### src/hdl/affine_state_recurrence_unit_defines.svh
// Assertion macros shared by the affine state recurrence RTL
// Depends on clk and rst_n being visible at the point of use
`ifndef AFFINE_STATE_RECURRENCE_UNIT_DEFINES_SVH
`define AFFINE_STATE_RECURRENCE_UNIT_DEFINES_SVH

`ifndef ASSERT_OFF

// same-cycle implication, checked at every clock edge outside reset
`define ASSERT_IMP(name, pre, post) \
    name: assert property (@(posedge clk) disable iff (!rst_n) (pre) |-> (post)) \
        else $error("same-cycle implication violated");

// next-cycle implication, checked at every clock edge outside reset
`define ASSERT_NXT(name, pre, post) \
    name: assert property (@(posedge clk) disable iff (!rst_n) (pre) |=> (post)) \
        else $error("next-cycle implication violated");

`else

`define ASSERT_IMP(name, pre, post)
`define ASSERT_NXT(name, pre, post)

`endif

`endif

### src/hdl/asru_pkg.sv
// Package for the affine state recurrence unit: sizes, codes and shared types
// No dependencies
`timescale 1ns / 1ps

package asru_pkg;

    // vector length and data formats
    localparam int POOLS    = 4;
    localparam int VEC_LEN  = 3 * POOLS;
    localparam int IDX_W    = $clog2(VEC_LEN);
    localparam int FIELD_W  = 6;
    localparam int OPC_W    = 2;
    localparam int DATA_W   = 32;
    localparam int FRAC_W   = 30;
    localparam int PROD_W   = 2 * DATA_W;
    localparam int ACC_W    = PROD_W + $clog2(VEC_LEN) + 1;
    localparam int RND_W    = ACC_W - FRAC_W;
    localparam int SUM_W    = RND_W + 1;

    localparam logic [IDX_W-1:0] LAST_IDX = IDX_W'(VEC_LEN - 1);

    typedef enum logic [OPC_W-1:0] {
        OP_LOAD_A = 2'd0,
        OP_LOAD_B = 2'd1,
        OP_LOAD_X = 2'd2,
        OP_STEP   = 2'd3
    } opcode_t;

    typedef enum logic [2:0] {
        ST_IDLE,
        ST_FEED,
        ST_DRAIN,
        ST_COPY,
        ST_EMIT
    } state_t;

    // partial row sum travelling down the chain
    typedef struct packed {
        logic                     valid;
        logic [IDX_W-1:0]         row;
        logic signed [ACC_W-1:0]  acc;
    } token_t;

    // element writes into one cell
    typedef struct packed {
        logic                     a_we;
        logic                     x_we;
        logic [IDX_W-1:0]         row;
        logic signed [DATA_W-1:0] data;
    } load_t;

endpackage

### src/hdl/asru_cell.sv
// One column cell: holds one column of A and one element of x, adds its product
// to the passing row sum. Depends on asru_pkg
`timescale 1ns / 1ps

module asru_cell (
    input  logic              clk,
    input  logic              rst_n,
    input  asru_pkg::load_t   load,
    input  asru_pkg::token_t  tok_in,
    output asru_pkg::token_t  tok_out
);
    import asru_pkg::*;

    logic signed [DATA_W-1:0] col_reg [VEC_LEN];
    logic signed [DATA_W-1:0] x_reg;
    logic signed [PROD_W-1:0] prod;

    logic                     s1_valid_reg;
    logic [IDX_W-1:0]         s1_row_reg;
    logic signed [ACC_W-1:0]  s1_acc_reg;
    logic signed [PROD_W-1:0] s1_prod_reg;

    logic                     out_valid_reg;
    logic [IDX_W-1:0]         out_row_reg;
    logic signed [ACC_W-1:0]  out_acc_reg;

    // column of A and state element
    always_ff @(posedge clk)
    begin
        if (load.a_we)
        begin
            col_reg[load.row] <= load.data;
        end
        if (load.x_we)
        begin
            x_reg <= load.data;
        end
    end

    // product of this cell's matrix entry and state element
    assign prod = col_reg[tok_in.row] * x_reg;

    // valid bits of both stages
    always_ff @(posedge clk or negedge rst_n)
    begin
        if (!rst_n)
        begin
            s1_valid_reg  <= 1'b0;
            out_valid_reg <= 1'b0;
        end
        else
        begin
            s1_valid_reg  <= tok_in.valid;
            out_valid_reg <= s1_valid_reg;
        end
    end

    // multiply stage, then accumulate stage
    always_ff @(posedge clk)
    begin
        s1_row_reg  <= tok_in.row;
        s1_acc_reg  <= tok_in.acc;
        s1_prod_reg <= prod;
        out_row_reg <= s1_row_reg;
        out_acc_reg <= s1_acc_reg + ACC_W'(s1_prod_reg);
    end

    assign tok_out.valid = out_valid_reg;
    assign tok_out.row   = out_row_reg;
    assign tok_out.acc   = out_acc_reg;

endmodule
### config.mk
export PLATFORM = sky130hd
export DESIGN_NAME = asru_cell
export DESIGN_NICKNAME = d
export VERILOG_FILES = /design/src/hdl/affine_state_recurrence_unit_defines.svh /design/src/hdl/asru_pkg.sv /design/src/hdl/asru_cell.sv
export SDC_FILE = /design/constraint.sdc
export NUM_CORES = 2
export LEC_CHECK = 0
export BUFFER_PORTS_ARGS = -buffer_cell sky130_fd_sc_hd__buf_2
export CELL_PAD_IN_SITES_DETAIL_PLACEMENT = 0
export CELL_PAD_IN_SITES_GLOBAL_PLACEMENT = 1
export CORE_UTILIZATION = 48
export CTS_CLUSTER_DIAMETER = 120
export DETAILED_ROUTE_END_ITERATION = 8
export GPL_ROUTABILITY_DRIVEN = 1
export GPL_TIMING_DRIVEN = 0
export PLACE_DENSITY_LB_ADDON = 0.1
export SLEW_MARGIN = 20
export SYNTH_ARGS = -nofsm -noshare
export SYNTH_HDL_FRONTEND = slang
export SYNTH_SLANG_ARGS = --single-unit
### constraint.sdc
create_clock -name clk -period 7.85 [get_ports clk]
set_input_delay 0.3925 -clock clk [delete_from_list [all_inputs] [get_ports clk]]
set_output_delay 0.3925 -clock clk [all_outputs]
set_load 0.1 [all_outputs]
==> reports/metrics.csv <==
metric;value;unit
critical setup path kind;flop to flop;
clock transition time at the flip-flop clock pins of the worst setup and hold paths;60;ps
Initial DRC Count;3303;
total clock buffers created by CTS;71;
Max Clock Skew;46.63;ps
drc violations;0;
via count of the routed design;40880;
final standard cell utilization of the core;0.5753;
Final setup viols;27;
number of failing hold endpoints at the final stage;0;
clk_lat worst skew;730;ps
Overall Global Routing Usage;0.3178;
Final Net Count;7289;
Worst path top cell family by delay;adder cells;
Routed wire per std cell;25.76;um
count of pins on the block boundary;188;
weighted congestion at the end of routability-driven global placement;1.011;
syn_nets;6755;
chip width;354.8;um
initial antenna violation count;12;
sort of element at the end of the critical path;flop;
Slowest cell on crit path;edfxtp_1;
warning count from the yosys run;0;
area share of the leading cell type in the synthesized netlist;0.3629;
CP dominant cell by count;fa_1;
Startpoint Class;flop;
Distinct cells, synth;78;
share of layout cells above drive strength 1;0.1823;
fin. max-slew vios;0;
max-slew headroom at the worst pin;0.3017;
Clock Path Buffers;3;
synth-to-layout area growth;19.05;%
classification of the worst-slack hold path;primary input to flop;
post-synthesis async set-or-reset flop share;0.003185;
post-detailed-placement cell area;0.06345;mm2
data required time at the worst endpoint;8470;ps
number of instances in the synthesized netlist;5306;
chip height;354.8;um
first-pass iteration count of the detailed router;6;
share of synthesized area occupied by flip-flops and latches;0.2803;
Worst Hold Path Cells;1;
commonest cells in the synthesized netlist;fa_1 (1083), inv_1 (988), nand2_1 (595), and2_1 (496), edfxtp_1 (416);
worst stage delay on the critical path;770;ps
violations in the final reports;setup timing;
stages on the worst setup path;25;
post-synthesis compound-gate area fraction;0.04923;
total number of placement rows;129;
Worst Setup Slack post-DPL;-4019;ps
number of synthesized flops with an enable pin;416;
number of flip-flops in the largest register;384;
area of the die;0.1259;mm2
R2R depth;25;
Syn Std Cell Area;0.05975;mm2
Setup TNS Final;-13170;ps
number of sinks handled by clock tree synthesis;628;
Final min period;8825;ps
clock tree root driver cell;clkbuf_16;
starting density of the core;0.4833;
Least-Margin Pin Slew;1047;ps
top cells by area, synth;fa_1 (36%), edfxtp_1 (21%), dfxtp_1 (7.0%), inv_1 (6.2%), ha_1 (5.3%);
share of the synthesized netlist area taken by xor and xnor gates;0.02067;
CTS tree;done;
Avg Cell Area, Syn;11.26;um2
vias in the first global route;43080;
maximum fanout along the worst path;10;
share of synthesized cell area in full adder, half adder and majority cells;0.4156;
Port-buffer cells;187;
FF+latch count, synth;628;
wire length of the first global-routing pass;287100;um
share of the clock period used by the worst path;1.124;
sum of routed wire length over all layers;194200;um
fmax;113.3;MHz
design area;0.07113;mm2
cell taking the most area after synthesis;fa_1;
critical path data arrival time;9440;ps
count of H-tree levels built during CTS;3;
setup repair after global routing missed its margin;true;
HPWL after detailed placement;153000;um
core outline area;0.1236;mm2
mux share of post-synthesis cell area;0.04155;
top flip-flop cell by instance count after synthesis;edfxtp_1;
Congestion Overflow GR;0;
combinational family with the most area after synthesis;adder cells;
most repeated cell in the gate-level netlist after synthesis;fa_1;
worst path setup slack after routing;-974.8;ps
maximum number of pins on one net before global-route repair;33;
number of buffer and inverter stages on the critical path;4;
remaining antenna violation count after routing;0;
Post-Synth Simple-Gate Area;0.1134;
detailed-route vias per instance;5.424;
number of max-cap violations;0;
status;complete, but fails checks;
-- per-layer routing --
| metal | wire length, um | global-route usage | vias up |
|---|---|---|---|
| li1 | - | - | 17620 |
| met4 | 8342 | 0.1188 | 2 |
| met5 | 20 | 0 | - |
| met3 | 18120 | 0.06903 | 340 |
| met2 | 86920 | 0.4913 | 1641 |
| met1 | 80780 | 0.4417 | 21270 |
-- stage by stage --
stage	instances	hold WS (ps)
finish	7537	48.38
global route	7534	40.73
CTS	7474	0.2624
detailed placement	7163	177.9
global placement	7130	176.9
floorplan	5306	96.91
-- layout make-up --
cell class	instances	area, um2
timing repair buffer	475	3879
buffer	249	2126
multi-input combinational	3427	40190
fill	10620	52510
tap	1637	2048
sequential	628	16750
clock buffer	90	1888
antenna	4	10.01
clock inverter	39	516.7
inverter	988	3721
-- kinds of logic after synthesis --
logic type                 after synthesis
buffers and inverters                 1251
AOI/OAI and AO/OA                      460
muxes                                  128
DFF                                    628
xor gates and xnor gates               141
adders and majority gates             1335
and+or+nand+nor                       1363
-- worst paths after layout --
path,from,endpoint,slack (ps)
worst max-delay path,x_reg[11],s1_prod_reg[63],-970
worst min-delay path,load[22],col_reg[11][22],50
worst max register to register,x_reg[11],s1_prod_reg[63],-970
worst min register to register,s1_row_reg[3],out_row_reg[3],320
max in group asynchronous,rst_n,out_valid_reg,7220
min in group asynchronous,rst_n,s1_valid_reg,510
-- cell usage in the layout (no fill, tap or decap), types with 76 or more instances in the layout --
cell / n
fa_1: 1007
inv_1: 960
nand2_1: 579
and2_1: 482
edfxtp_1: 416
ha_1: 219
dfxtp_1: 210
buf_2: 192
buf_4: 145
clkbuf_1: 128
a21oi_1: 105
dlygate4sd3_1: 97
mux4_2: 96
xnor2_1: 88
clkbuf_16: 84
nor2_1: 83
a21o_1: 78
fa_2: 76
-- what timing repair did --
item	4_1_cts	5_1_grt
pin swaps	80	197
resized for setup	535	256
hold buffers	97	0
endpoints found under the setup margin	50	36
setup buffers	91	66
endpoints found under the hold margin	233	0
gates cloned	5	0
Power is left out: the tool's default activity adds up to more than one toggle a clock period on the data nets, which glitch-free logic cannot reach.
